[src/rtl/ssm_pkg.sv]
package ssm_pkg;

	localparam int MAX_PATTERN_DEF = 16;
	localparam int PAT_BYTES       = 16;
	localparam int CNT_W           = 32;
	localparam int LEN_CFG_W       = 5;
	localparam int REG_W           = 64;
	localparam int ADDR_W          = 5;
	localparam int REG_IDX_W       = 2;

	localparam logic [CNT_W-1:0] CNT_MAX = '1;

	typedef enum logic [REG_IDX_W-1:0] {
		REG_PAT_LO = 2'd0,
		REG_PAT_HI = 2'd1,
		REG_PAT_LEN = 2'd2,
		REG_NONE = 2'd3
	} reg_idx_t;

	typedef logic [7:0] byte_t;

	typedef struct packed {
		logic shift;
		logic clear;
	} cell_ctl_t;

	typedef struct packed {
		logic             match_valid;
		logic [CNT_W-1:0] match_start;
		logic             text_done;
		logic [CNT_W-1:0] match_total;
		logic [CNT_W-1:0] byte_total;
	} result_t;

	function automatic logic [CNT_W-1:0] sat_inc(input logic [CNT_W-1:0] v);
		return (v == CNT_MAX) ? CNT_MAX : v + 1'b1;
	endfunction

endpackage

[src/rtl/ssm_cell.sv]
module ssm_cell (
	input  logic              clk,
	input  logic              arst_n,
	input  ssm_pkg::cell_ctl_t ctl,
	input  ssm_pkg::byte_t    byte_in,
	input  ssm_pkg::byte_t    expect_byte,
	input  logic              active,
	output ssm_pkg::byte_t    byte_q,
	output logic              hit
);
	import ssm_pkg::*;

	// byte_in is this cell's window entry once the current beat shifts in
	assign hit = !active || (byte_in == expect_byte);

	always_ff @(posedge clk or negedge arst_n) begin
		if (!arst_n) begin
			byte_q <= '0;
		end else if (ctl.clear) begin
			byte_q <= '0;
		end else if (ctl.shift) begin
			byte_q <= byte_in;
		end
	end

endmodule

[src/rtl/ssm_out_buf.sv]
module ssm_out_buf (
	input  logic             clk,
	input  logic             arst_n,
	input  logic             push,
	input  ssm_pkg::result_t push_data,
	output logic             can_push,
	output logic             out_valid,
	input  logic             out_ready,
	output ssm_pkg::result_t out_data
);
	import ssm_pkg::*;

	logic    out_v_q;
	logic    skid_v_q;
	result_t out_q;
	result_t skid_q;
	logic    drain;

	assign drain     = out_v_q && out_ready;
	assign can_push  = !skid_v_q;
	assign out_valid = out_v_q;
	assign out_data  = out_q;

	always_ff @(posedge clk or negedge arst_n) begin
		if (!arst_n) begin
			out_v_q  <= 1'b0;
			skid_v_q <= 1'b0;
		end else if (skid_v_q) begin
			if (drain) begin
				skid_v_q <= 1'b0;
			end
		end else if (push) begin
			if (out_v_q && !drain) begin
				skid_v_q <= 1'b1;
			end
			out_v_q <= 1'b1;
		end else if (drain) begin
			out_v_q <= 1'b0;
		end
	end

	always_ff @(posedge clk) begin
		if (skid_v_q) begin
			if (drain) begin
				out_q <= skid_q;
			end
		end else if (push) begin
			if (out_v_q && !drain) begin
				skid_q <= push_data;
			end else begin
				out_q <= push_data;
			end
		end
	end

endmodule

[src/rtl/streaming_substring_match.sv]
// channel | direction | handshake             | payload
// in      | sink      | in_valid / in_ready   | text_byte, end_of_text
// out     | source    | out_valid / out_ready | match_valid, match_start, text_done,
//         |           |                       | match_total, byte_total
// cfg     | APB slave | psel/penable/pready   | paddr, pwdata, prdata
//
// One text byte is taken every cycle while in_ready is high; the window compare
// runs in parallel across the cells, so a result is registered as its byte is taken.
// Reset clears the window, counters and pattern (length 1); no clearing pass.
// A two-entry output buffer lets a byte be taken while one result waits; in_ready
// drops only when both entries hold results.
module streaming_substring_match #(
	parameter int MAX_PATTERN = ssm_pkg::MAX_PATTERN_DEF
) (
	input  logic                          clk,
	input  logic                          arst_n,
	input  logic                          psel,
	input  logic                          penable,
	input  logic                          pwrite,
	input  logic [ssm_pkg::ADDR_W-1:0]    paddr,
	input  logic [ssm_pkg::REG_W-1:0]     pwdata,
	output logic [ssm_pkg::REG_W-1:0]     prdata,
	output logic                          pready,
	input  logic                          in_valid,
	output logic                          in_ready,
	input  logic [7:0]                    text_byte,
	input  logic                          end_of_text,
	output logic                          out_valid,
	input  logic                          out_ready,
	output logic                          match_valid,
	output logic [ssm_pkg::CNT_W-1:0]     match_start,
	output logic                          text_done,
	output logic [ssm_pkg::CNT_W-1:0]     match_total,
	output logic [ssm_pkg::CNT_W-1:0]     byte_total
);
	import ssm_pkg::*;

	localparam int FILL_W  = $clog2(MAX_PATTERN + 1);
	localparam int GUARD_W = (MAX_PATTERN > 1) ? $clog2(MAX_PATTERN) : 1;

	// configuration
	logic [REG_W-1:0]     pat_lo_q;
	logic [REG_W-1:0]     pat_hi_q;
	logic [LEN_CFG_W-1:0] pat_len_q;
	reg_idx_t             reg_idx;
	logic                 cfg_wr;

	assign pready  = 1'b1;
	assign reg_idx = reg_idx_t'(paddr[ADDR_W-1:ADDR_W-REG_IDX_W]);
	assign cfg_wr  = psel && penable && pwrite;

	always_ff @(posedge clk or negedge arst_n) begin
		if (!arst_n) begin
			pat_lo_q  <= '0;
			pat_hi_q  <= '0;
			pat_len_q <= LEN_CFG_W'(1);
		end else if (cfg_wr) begin
			case (reg_idx)
				REG_PAT_LO:  pat_lo_q <= pwdata;
				REG_PAT_HI:  pat_hi_q <= pwdata;
				REG_PAT_LEN: pat_len_q <= pwdata[LEN_CFG_W-1:0];
				default: ;
			endcase
		end
	end

	always_comb begin
		case (reg_idx)
			REG_PAT_LO:  prdata = pat_lo_q;
			REG_PAT_HI:  prdata = pat_hi_q;
			REG_PAT_LEN: prdata = {{(REG_W-LEN_CFG_W){1'b0}}, pat_len_q};
			default:     prdata = '0;
		endcase
	end

	// effective length, clamped to 1..MAX_PATTERN
	logic [LEN_CFG_W-1:0] len_eff;
	always_comb begin
		if (pat_len_q == '0) begin
			len_eff = LEN_CFG_W'(1);
		end else if (pat_len_q > LEN_CFG_W'(MAX_PATTERN)) begin
			len_eff = LEN_CFG_W'(MAX_PATTERN);
		end else begin
			len_eff = pat_len_q;
		end
	end

	byte_t pat_byte [PAT_BYTES];
	for (genvar k = 0; k < PAT_BYTES; k++) begin : g_pat
		if (k < 8) begin : g_lo
			assign pat_byte[k] = pat_lo_q[8*k +: 8];
		end else begin : g_hi
			assign pat_byte[k] = pat_hi_q[8*(k-8) +: 8];
		end
	end

	// cell row
	logic      accept;
	cell_ctl_t ctl;
	byte_t     chain [MAX_PATTERN+1];
	logic [MAX_PATTERN-1:0] cell_hit;

	assign accept    = in_valid && in_ready;
	assign ctl.shift = accept;
	assign ctl.clear = accept && end_of_text;
	assign chain[0]  = text_byte;

	for (genvar i = 0; i < MAX_PATTERN; i++) begin : g_cell
		logic [LEN_CFG_W-1:0] sel;
		logic                 act;
		assign act = LEN_CFG_W'(i) < len_eff;
		// entry i lines up with pattern byte len-1-i
		assign sel = len_eff - LEN_CFG_W'(1) - LEN_CFG_W'(i);

		ssm_cell u_cell (
			.clk         (clk),
			.arst_n      (arst_n),
			.ctl         (ctl),
			.byte_in     (chain[i]),
			.expect_byte (pat_byte[sel[3:0]]),
			.active      (act),
			.byte_q      (chain[i+1]),
			.hit         (cell_hit[i])
		);
	end

	// per-text state
	logic [FILL_W-1:0]  fill_q;
	logic [GUARD_W-1:0] guard_q;
	logic [CNT_W-1:0]   pos_q;
	logic [CNT_W-1:0]   mcnt_q;

	logic [FILL_W-1:0] fill_nx;
	logic              hit;
	logic [CNT_W-1:0]  mcnt_nx;
	logic [CNT_W-1:0]  pos_nx;
	logic              has_res;
	result_t           res;

	assign fill_nx = (fill_q == FILL_W'(MAX_PATTERN)) ? fill_q : fill_q + 1'b1;
	assign hit     = (guard_q == '0) && ({{(LEN_CFG_W > FILL_W ? LEN_CFG_W - FILL_W : 0)
		{1'b0}}, fill_nx} >= len_eff) && (&cell_hit);
	assign mcnt_nx = hit ? sat_inc(mcnt_q) : mcnt_q;
	assign pos_nx  = sat_inc(pos_q);
	assign has_res = hit || end_of_text;

	always_comb begin
		res.match_valid = hit;
		res.match_start = hit ? pos_q - (CNT_W'(len_eff) - 1'b1) : '0;
		res.text_done   = end_of_text;
		res.match_total = end_of_text ? mcnt_nx : '0;
		res.byte_total  = end_of_text ? pos_nx : '0;
	end

	always_ff @(posedge clk or negedge arst_n) begin
		if (!arst_n) begin
			fill_q  <= '0;
			guard_q <= '0;
			pos_q   <= '0;
			mcnt_q  <= '0;
		end else if (accept) begin
			if (end_of_text) begin
				fill_q  <= '0;
				guard_q <= '0;
				pos_q   <= '0;
				mcnt_q  <= '0;
			end else begin
				fill_q <= fill_nx;
				pos_q  <= pos_nx;
				mcnt_q <= mcnt_nx;
				if (guard_q != '0) begin
					guard_q <= guard_q - 1'b1;
				end else if (hit) begin
					// block the rest of this match from ending another
					guard_q <= GUARD_W'(len_eff - LEN_CFG_W'(1));
				end
			end
		end
	end

	// output
	result_t out_data;
	logic    can_push;

	assign in_ready = can_push;

	ssm_out_buf u_out (
		.clk       (clk),
		.arst_n    (arst_n),
		.push      (accept && has_res),
		.push_data (res),
		.can_push  (can_push),
		.out_valid (out_valid),
		.out_ready (out_ready),
		.out_data  (out_data)
	);

	assign match_valid = out_data.match_valid;
	assign match_start = out_data.match_start;
	assign text_done   = out_data.text_done;
	assign match_total = out_data.match_total;
	assign byte_total  = out_data.byte_total;

endmodule

[config.mk]
export PLATFORM = sky130hd
export DESIGN_NAME = streaming_substring_match
export DESIGN_NICKNAME = d
export VERILOG_FILES = /design/src/rtl/ssm_pkg.sv /design/src/rtl/ssm_cell.sv /design/src/rtl/ssm_out_buf.sv /design/src/rtl/streaming_substring_match.sv
export SDC_FILE = /design/constraint.sdc
export NUM_CORES = 1
export LEC_CHECK = 0
export ABC_CLOCK_PERIOD_IN_PS = 10580
export BUFFER_PORTS_ARGS = -buffer_cell sky130_fd_sc_hd__buf_2
export CAP_MARGIN = 5
export CORE_MARGIN = 2
export CORE_UTILIZATION = 35
export CTS_CLUSTER_SIZE = 40
export DETAILED_ROUTE_END_ITERATION = 10
export GPL_ROUTABILITY_DRIVEN = 0
export SYNTH_ARGS = -nofsm -noshare
export SYNTH_HDL_FRONTEND = slang
export SYNTH_HIERARCHICAL = 1
export SYNTH_SLANG_ARGS = --single-unit
[constraint.sdc]
create_clock -name clk -period 10.58 [get_ports clk]
set_input_delay 2.116 -clock clk [delete_from_list [all_inputs] [get_ports clk]]
set_output_delay 2.116 -clock clk [all_outputs]
set_load 0.01 [all_outputs]
==> results of run 1 <==
[final cells by class]
| cell class | instances | area (um2) |
|---|---|---|
| flip-flops and latches | 524 | 14100 |
| inverters | 36 | 151 |
| well taps | 1265 | 1580 |
| clock buffers | 83 | 1680 |
| multi-input cells | 2432 | 18100 |
| repair buffers | 283 | 1560 |
| fillers | 9275 | 57000 |
| clock inverters | 27 | 324 |
| diodes | 3 | 7.51 |
[power groups by stage]
stage | logic, W | registers (W) | clock network [W]
detailed placement | 0.00510 | 0.00301 | 0
finish | 0.00515 | 0.00298 | 0.00212
CTS | 0.00512 | 0.00298 | 0.00217
floorplan | 0.00368 | 0.00288 | 0
global route | 0.00550 | 0.00303 | 0.00225
global placement | 0.00506 | 0.00300 | 0
[routing by layer]
layer | GRT usage [%] | routed length (um) | vias to the layer above
li1 | - | - | 11700
met5 | 0 | 12 | -
met4 | 7.28 | 3580 | 2
met3 | 2.42 | 5060 | 162
met2 | 32.1 | 46000 | 694
met1 | 26.5 | 42900 | 12400
[cell usage in the layout (no fill, tap or decap), types with 57 or more instances in the layout]
cell type  count
nand2_1      341
nor2_1       267
dfrtp_1      326
mux2i_1      569
mux2_2       178
edfxtp_1     196
xnor2_1      169
and3_1        90
clkbuf_16     61
a21oi_1      151
buf_2        243
a31oi_1       93
o21ai_0       57
[registers in the layout, summed over array words and instances, names as in the netlist]
signal / flops
u_out/skid_v_q: 1
pat_len_q: 5
pat_lo_q: 64
g_cell.u_cell/byte_q: 120
mcnt_q: 32
pos_q: 32
pat_hi_q: 64
guard_q: 4
fill_q: 5
u_out/out_valid: 1
u_out/skid_q: 98
u_out/out_data: 98
[through the flow]
stage / cells / power [W] / worst slack [ns]
after floorplan: 3215 / 0.00656 / 1.89
after global placement: 4540 / 0.00806 / 2.69
after detailed placement: 4540 / 0.00811 / 2.66
after CTS: 4650 / 0.0103 / 2.62
after global routing: 4650 / 0.0108 / 2.14
final: 4653 / 0.0103 / 2.58
[worst max path at each step]
stage | from | cells past startpoint | to | slack, ns
finish | pat_len_q[1] | 21 | u_out/skid_q[60] | 2.58
global route | pat_len_q[1] | 21 | u_out/out_data[57] | 2.14
CTS | pat_len_q[1] | 21 | u_out/skid_q[63] | 2.62
detailed placement | pat_len_q[1] | 21 | u_out/skid_q[61] | 2.66
global placement | pat_len_q[1] | 21 | u_out/skid_q[62] | 2.69
floorplan | pat_len_q[4] | 28 | u_out/out_data[0] | 1.89
[critical path, cell delays in order, from the launching register on]
cell and delay [ns]:
dfrtp_1 0.58, inv_1 0.23, nor2_4 0.07, inv_4 0.42, ha_2 0.43, xor2_4 0.37, buf_4 0.44, xor2_4 0.78
buf_4 0.33, mux2i_1 0.25, mux2i_1 0.16, xnor2_1 0.23, nand4_1 0.24, o21ai_1 0.25, nand4_1 0.11, nor2_1 0.18
nand3_1 0.26, or2_2 0.49, buf_4 0.29, a21oi_1 0.43, and4bb_4 0.54, buf_12 0.38
==> results.md, run 1 <==
* Status: finished clean
* Endpoint of the most critical register-to-register path: u_out/skid_q[60]
* Mean Syn Cell Area at 10.4 um2
* Worst hold slack after final layout at 0.508 ns
* Number of maximum-capacitance constraint violations at 0
* Net switching power figure at 0.00432 W
* Number of global-route vias before repair at 24300
* Initial DRC Count at 1866
* Sum of net half-perimeters after detailed placement at 69900 um
* Initial core utilization at 35.1%
* Worst reg-to-reg path cell count at 21
* Nets@finish at 3476
* Part of the cycle the worst path needs at 75.6%
* Largest clock skew in the final design at 0.0363 ns
* Hold path cells at 1
* Maximum number of pins on one net before global-route repair at 137
* Leftover overflow at the end of global routing at 0
* Comb pwr share at 50.2%
* Internal portion of total power at 0.00593 W
* Worst hold path startpoint: guard_q[3]
* Total placed instance area at 35500 um2
* Kind of critical path: flop to flop
* Number of cells upsized or downsized after cts at 0
* Class of the worst hold path: flop to flop
* Rel. slew slack at 20.3%
* R2r setup slk at 2.58 ns
* Chip width at 312 um
* RSZ-0062 raised after global routing: false
* Clock tree from TritonCTS: done
* Worst Path Required at 10.88 ns
* First-pass GRT wire length at 149000 um
* Routed WL per cell at 21.0 um
* Number of routed nets with antenna violations at 0
* Core Area at 94600 um2
* Clock power frac at 20.7%
* Count of port buffers added during placement at 245
* Clock tree root driver cell: clkbuf_16
* Clock latency on the worst-skew pair at 0.66 ns
* H-tree levels at 2
* Actual slew at the worst max-slew pin at 1.20 ns
* Final core utilization at 39.7%
* Sink of the worst hold path: guard_q[3]
* Category of the worst setup path launch point: flop
* Aggregate routed wire length at 97600 um
* Share of layout cells above drive strength 1 at 19.8%
* Synth-to-layout area growth at 13.0%
* Arr. time, crit path at 8.30 ns
* Fraction of power spent switching nets at 42.2%
* Gate Count Post-Synth at 3182
* Sequential fraction of design power at 29.1%
* Hold_buf cts at 0
* Final count of hold timing violations at 0
* Crit Reg-Reg Startpoint: pat_len_q[1]
* Final Setup Violations at 0
* Post-CTS setup buffers at 0
* Number of standard-cell rows in the floorplan at 113
* GRT Overall Usage at 19.6%
* Setup tns final at 0 ns
* Detailed-route vias per instance at 5.36
* Die Outline Area at 97400 um2
* IO Pins at 250
* Number of antenna violations at the first check in global routing at 5
* CTS sink count at 524
* Count of synthesis-stage warnings from yosys at 6
* Via Count at 24900
* Achievable clock frequency at 125 MHz
* Post-CTS clock slew at the launch and capture registers of the worst setup and hold paths at 0.07 ns
* Power per cell area at 273 nW/um2
* Die Y at 312 um
* Number of buffers created by CTS at 59
* Detailed-route DRC error count at 0
* Leakage power of the design at 16.7 nW
* Post-route cell area at 37500 um2
* Peak VDD IR at 0.203 mV
* Sort of element at the end of the critical path: flop
* Largest driver fanout on the critical path at 78
* Max-slew violation total from the final report at 0
* Largest buffer count on any clock path at 3
* Number of iterations in the first detailed-routing pass at 5
* Combined area of all synthesized cells at 33200 um2
* Period minus WS final at 8.00 ns
Note: power is estimated with default switching activity, not from simulation.
==> run 2, diff against run 1 <==
ABC_CLOCK_PERIOD_IN_PS = 6700   (was 10580)
clock period = 6.7 ns   (was 10.58 ns; I/O delays follow)
==> run 2 against run 1 <==
Compared with the run above: cell area increased by 1.2%; sequential power increased by 57%; via count increased by 0.62%.
==> results.md, run 2 (synthesis results as in run 1) <==
* Clock tree root driver cell: clkbuf_16 (unchanged)
* Power per cell area at 434 nW/um2 (was 273 nW/um2)
* Peak VDD IR at 0.308 mV (was 0.203 mV)
* Hold_buf cts at 0 (unchanged)
* Status: finished clean (unchanged)
* Number of iterations in the first detailed-routing pass at 6 (was 5)
* Worst path cell trace: inv_1 > nor2_4 > inv_4 > ha_2 > xor2_4 > buf_4 > xor2_4 > buf_12 > buf_4 > mux2i_1 > mux2i_1 > xnor2_1 > nand4_1 > o21ai_1 > nand4_1 > nor2_1 > nand3_1 > or2_2 > inv_2 > and3_1 > and3_1 > xnor2_1 > a21oi_1 > mux2_4 (was inv_1 > nor2_4 > inv_4 > ha_2 > xor2_4 > buf_4 > xor2_4 > buf_4 > mux2i_1 > mux2i_1 > xnor2_1 > nand4_1 > o21ai_1 > nand4_1 > nor2_1 > nand3_1 > or2_2 > buf_4 > a21oi_1 > and4bb_4 > buf_12)
* Detailed-route DRC error count at 0 (unchanged)
* Post-CTS clock slew at the launch and capture registers of the worst setup and hold paths at 0.06 ns (was 0.07 ns)
* Number of antenna violations at the first check in global routing at 5 (unchanged)
* RSZ-0062 raised after global routing: false (unchanged)
* Part of the cycle the worst path needs at 95.6% (was 75.6%)
* Number of buffers created by CTS at 61 (was 59)
* Leftover overflow at the end of global routing at 0 (unchanged)
* Clock power frac at 20.6% (was 20.7%)
* Chip width at 312 um (unchanged)
* GRT Overall Usage at 19.5% (was 19.6%)
* Die Outline Area at 97400 um2 (unchanged)
* Final count of hold timing violations at 0 (unchanged)
* Achievable clock frequency at 156 MHz (was 125 MHz)
* Arr. time, crit path at 6.80 ns (was 8.30 ns)
* Routed WL per cell at 20.8 um (was 21.0 um)
* Internal portion of total power at 0.00959 W (was 0.00593 W)
* Sort of element at the end of the critical path: flop (unchanged)
* Post-CTS setup buffers at 0 (unchanged)
* Maximum number of pins on one net before global-route repair at 156 (was 137)
* Most flops, register: g_cell.u_cell/byte_q (unchanged)
* Aggregate routed wire length at 97500 um (was 97600 um)
* Die Y at 312 um (unchanged)
* Comb pwr share at 51.0% (was 50.2%)
* Class of the worst hold path: flop to flop (unchanged)
* Initial DRC Count at 1968 (was 1866)
* Detailed-route vias per instance at 5.34 (was 5.36)
* Kind of critical path: flop to flop (unchanged)
* Setup tns final at 0 ns (unchanged)
* Number of cells upsized or downsized after cts at 0 (unchanged)
* Largest clock skew in the final design at 0.0252 ns (was 0.0363 ns)
* Via Count at 25100 (was 24900)
* Leakage power of the design at 16.9 nW (was 16.7 nW)
* Worst Path Required at 7.09 ns (was 10.88 ns)
* IO Pins at 250 (unchanged)
* Worst stage delay on the critical path at 0.59 ns (was 0.78 ns)
* Design Power at 0.0165 W (was 0.0103 W)
* Net switching power figure at 0.00691 W (was 0.00432 W)
* H-tree levels at 2 (unchanged)
* Category of the worst setup path launch point: flop (unchanged)
* Number of routed nets with antenna violations at 0 (unchanged)
* Max-slew violation total from the final report at 0 (unchanged)
* Most frequent standard cell in the layout excluding fill and tap cells: mux2i_1 (unchanged)
* Clock latency on the worst-skew pair at 0.64 ns (was 0.66 ns)
* Sequential fraction of design power at 28.4% (was 29.1%)
* Largest buffer count on any clock path at 3 (unchanged)
* Period minus WS final at 6.40 ns (was 8.00 ns)
* Number of buffers and inverters on the critical path at 6 (unchanged)
* Count of port buffers added during placement at 245 (unchanged)
* Sum of net half-perimeters after detailed placement at 70600 um (was 69900 um)
* Initial core utilization at 35.1% (unchanged)
* Nets@finish at 3518 (was 3476)
* First-pass GRT wire length at 148000 um (was 149000 um)
* Share of layout cells above drive strength 1 at 20.8% (was 19.8%)
* Family with the most delay on the worst path: simple AND/OR/NAND/NOR gates (was buffers and inverters)
* Fraction of power spent switching nets at 41.9% (was 42.2%)
* Leading cell types in the layout, fill and taps excluded: mux2i_1, nand2_1, dfrtp_1 (unchanged)
* Number of maximum-capacitance constraint violations at 0 (unchanged)
* CTS sink count at 524 (unchanged)
* Clock tree from TritonCTS: done (unchanged)
* Rel. slew slack at 15.2% (was 20.3%)
* Synth-to-layout area growth at 14.3% (was 13.0%)
* Slowest CP cell: dfrtp_1 (was xor2_4)
* Number of standard-cell rows in the floorplan at 113 (unchanged)
* Final Setup Violations at 0 (unchanged)
* Core Area at 94600 um2 (unchanged)
* Number of global-route vias before repair at 24300 (about the same)
* Max FFs per register at 120 (unchanged)
* Actual slew at the worst max-slew pin at 1.27 ns (was 1.20 ns)
* Largest driver fanout on the critical path at 25 (was 78)
## run 2: cell types whose count changed in the layout (fill, tap and decap cells not counted), sizes merged
cell | before | now
bufinv | 5 | 6
diode | 3 | 4
clkinv | 16 | 18
clkinvlp | 4 | 3
clkbuf | 83 | 82
buf | 283 | 323
## run 2: per-stage QoR
step                      setup slack (ns)  cells  instance area (um2)  utilization, %  hold WS [ns]
after floorplan                     0.0180   3215                33400               -         0.454
after global placement               0.438   4580                35900            38.0         0.481
after detailed placement             0.413   4580                35900            38.0         0.481
after CTS                            0.382   4691                38000            40.1         0.493
after global routing               0.00941   4691                38000            40.2         0.527
final                                0.297   4695                38000            40.2         0.499
## run 2: worst paths after layout
kind / from / to / slack, ns / cells after the start
hold / removal: guard_q[3] / guard_q[3] / 0.50 / 1
hold reg to reg: guard_q[3] / guard_q[3] / 0.50 / 1
max in group asynchronous: arst_n / u_out/skid_v_q / 4.60 / 2
min in group asynchronous: arst_n / pat_lo_q[29] / 0.66 / 1
setup / recovery: pat_len_q[1] / u_out/out_data[46] / 0.30 / 24
setup reg to reg: pat_len_q[1] / u_out/out_data[46] / 0.30 / 24
## run 2: power by group through the flow
stage	clock [W]	combinational, W	sequential (W)
4_1_cts	0.00347	0.00837	0.00468
3_5_place_dp	0	0.00833	0.00474
3_3_place_gp	0	0.00827	0.00473
6_report	0.00340	0.00842	0.00468
2_1_floorplan	0	0.00588	0.00452
5_1_grt	0.00361	0.00896	0.00476
## run 2: cell type report
cell class              count  area [um2]
fillers                  9221       56600
multi-input cells        2432       18100
flip-flops and latches    524       14100
repair buffers            323        1970
clock buffers              82        1710
well taps                1265        1580
clock inverters            29         325
inverters                  36         153
diodes                      4        10.0
## run 2: layer usage
metal  global-route usage (%)  vias to the layer above  routed length [um]
met5                        0                        -                   0
li1                         -                    11800                   -
met4                     7.00                        0                3620
met1                     25.9                    12400               41900
met2                     32.4                      721               46200
met3                     2.81                      156                5710
==> run 3, diff against run 2 <==
BUFFER_PORTS_ARGS = not set   (was -buffer_cell sky130_fd_sc_hd__buf_2)
DONT_BUFFER_PORTS = 1   (was not set)
GPL_TIMING_DRIVEN = 0   (was not set)
SLEW_MARGIN = 20   (was not set)
==> run 3 against run 2 <==
Compared with the run above: sequential cell count did not move; first-iteration DRC count rose by 34%; power rose by 6.7%; sequential power rose by 3%.
==> results.md, run 3 (synthesis results as in run 1) <==
* Status: finished clean (unchanged)
* Fillcell total at 9211 (was 9221)
* Final count of hold timing violations at 0 (unchanged)
* FF/Latch Area at 14100 um2 (about the same)
* Number of maximum-capacitance constraint violations at 0 (unchanged)
* Worst Path Required at 7.25 ns (was 7.09 ns)
* Number of buffers created by CTS at 57 (was 61)
* Detailed-route DRC error count at 0 (unchanged)
* Peak VDD IR at 0.298 mV (was 0.308 mV)
* Power per cell area at 461 nW/um2 (was 434 nW/um2)
* Most flops, register: g_cell.u_cell/byte_q (unchanged)
* Post-CTS clock slew at the launch and capture registers of the worst setup and hold paths at 0.06 ns (about the same)
* Number of global-route vias before repair at 25100 (was 24300)
* Number of iterations in the first detailed-routing pass at 9 (was 6)
* Period minus WS final at 6.50 ns (was 6.40 ns)
* Sum of net half-perimeters after detailed placement at 85900 um (was 70600 um)
* Die Y at 312 um (unchanged)
* Chip width at 312 um (unchanged)
* Rel. slew slack at 14.7% (was 15.2%)
* Arr. time, crit path at 7.05 ns (was 6.80 ns)
* Nets@finish at 3450 (was 3518)
* Slowest CP cell: nor3_1 (was dfrtp_1)
* Final Setup Violations at 0 (unchanged)
* Number of buffers and inverters on the critical path at 14 (was 6)
* Number of antenna violations at the first check in global routing at 1 (was 5)
* Largest clock skew in the final design at 0.0483 ns (was 0.0252 ns)
* Maximum number of pins on one net before global-route repair at 329 (was 156)
* Die Outline Area at 97400 um2 (unchanged)
* Via Count at 26000 (was 25100)
* Sort of element at the end of the critical path: flop (unchanged)
* Clock tree from TritonCTS: done (unchanged)
* Leading cell types in the layout, fill and taps excluded: mux2i_1, nand2_1, dfrtp_1 (unchanged)
* Worst stage delay on the critical path at 0.43 ns (was 0.59 ns)
* Initial core utilization at 35.1% (unchanged)
* Max-slew violation total from the final report at 0 (unchanged)
* Number of routed nets with antenna violations at 0 (unchanged)
* Leakage power of the design at 16.2 nW (was 16.9 nW)
* Most frequent standard cell in the layout excluding fill and tap cells: mux2i_1 (unchanged)
* Count of port buffers added during placement at 0 (was 245)
* Leftover overflow at the end of global routing at 0 (unchanged)
* Largest buffer count on any clock path at 3 (unchanged)
* H-tree levels at 2 (unchanged)
* Max FFs per register at 120 (unchanged)
* Achievable clock frequency at 154 MHz (was 156 MHz)
* Core Area at 94600 um2 (unchanged)
* Largest driver fanout on the critical path at 12 (was 25)
* Multi-input gate area in the final layout at 18600 um2 (was 18100 um2)
* Hold_buf cts at 0 (unchanged)
* Number of standard-cell rows in the floorplan at 113 (unchanged)
* Initial DRC Count at 2634 (was 1968)
* Clock latency on the worst-skew pair at 0.68 ns (was 0.64 ns)
* Detailed-route vias per instance at 5.61 (was 5.34)
* Routed WL per cell at 24.6 um (was 20.8 um)
* Clock tree root driver cell: clkbuf_16 (unchanged)
* Aggregate routed wire length at 114000 um (was 97500 um)
* Class of the worst hold path: input port to async pin (was flop to flop)
* Kind of critical path: flop to flop (unchanged)
* IO Pins at 250 (unchanged)
* Worst hold slack after final layout at 0.442 ns (was 0.499 ns)
* Share of layout cells above drive strength 1 at 17.2% (was 20.8%)
* Category of the worst setup path launch point: flop (unchanged)
* Actual slew at the worst max-slew pin at 1.27 ns (about the same)
* GRT Overall Usage at 22.8% (was 19.5%)
* Part of the cycle the worst path needs at 97.0% (was 95.6%)
* Synth-to-layout area growth at 15.0% (was 14.3%)
* CTS sink count at 524 (unchanged)
* RSZ-0062 raised after global routing: false (unchanged)
* Family with the most delay on the worst path: buffers and inverters (was simple AND/OR/NAND/NOR gates)
* Final core utilization at 40.4% (was 40.2%)
* First-pass GRT wire length at 167000 um (was 148000 um)
-- run 3: changes by cell type in the layout (fill, tap and decap cells not counted), sizes merged, moves of 2 or more --
cell	previous run	this run
inv	38	36
diode	4	6
clkbuf	82	192
o22a	25	27
bufinv	6	8
buf	323	138
-- run 3: worst paths after layout --
check / startpoint / end / slack, ns / depth (start not counted)
setup reg to reg: pat_len_q[1] / u_out/out_data[37] / 0.20 / 31
hold / removal: arst_n / g_cell[1].u_cell/byte_q[2] / 0.44 / 0
hold reg to reg: guard_q[3] / guard_q[3] / 0.49 / 1
min in group clk: guard_q[3] / guard_q[3] / 0.49 / 1
max in group asynchronous: arst_n / pat_len_q[1] / 5.28 / 0
setup / recovery: pat_len_q[1] / u_out/out_data[37] / 0.20 / 31
-- run 3: layout make-up --
type                            instances  share of cell area (%)
Antenna cell                            6                  0.0393
Buffer                                219                    3.40
Clock buffer                           74                    4.11
Clock inverter                         29                    1.03
Inverter                               36                   0.383
Multi-Input combinational cell       2434                    48.8
Sequential cell                       524                    36.9
Tap cell                             1265                    4.14
Timing Repair Buffer                   38                    1.21
-- run 3: layer usage --
layer	up-vias	part of all wire (%)	routed length (um)	global-route usage, %
li1	11700	-	-	-
met1	12900	41	46300	29.4
met2	1155	46	52600	36.9
met3	255	8.3	9430	4.75
met4	0	4.7	5380	9.94
met5	-	0	0	0
-- run 3: repair_timing --
action                                  4_1_cts  5_1_grt
pin swaps                                    10       10
cloned                                        5        0
gates resized for setup                     128       47
setup buffers                                19       11
endpoints found under the setup margin      364      267
-- run 3: where the power goes --
group	switching [W]	leakage, nW	internal, W	total [W]
Combinational	0.00547	9.16	0.00399	0.00946
Clock	0.00138	0.951	0.00196	0.00334
Sequential	0.000784	6.13	0.00402	0.00481
-- run 3: per-stage QoR --
| step | std cells | setup WS, ns | setup TNS (ns) | power [W] | area [um2] |
|---|---|---|---|---|---|
| final | 4625 | 0.198 | 0 | 0.0176 | 38200 |
| after global routing | 4619 | 0.0311 | 0 | 0.0182 | 38200 |
| after CTS | 4609 | -0.0249 | -0.179 | 0.0171 | 37900 |
| after detailed placement | 4485 | -2.77 | -754.69 | 0.0130 | 35100 |
| after global placement | 4480 | -3.11 | -834.19 | 0.0128 | 35000 |
| after floorplan | 3215 | 0.0180 | 0 | 0.0104 | 33400 |
-- run 3: worst reg2reg max path: cells and delay by family (launching register included) --
kind	cells	cell delay [ns]
buffers and inverters	14	2.57
and+or+nand+nor	7	1.56
muxes	2	0.51
adders and majority gates	2	0.46
AOI/OAI and AO/OA	3	0.46
xor gates and xnor gates	3	0.44
DFF	1	0.40
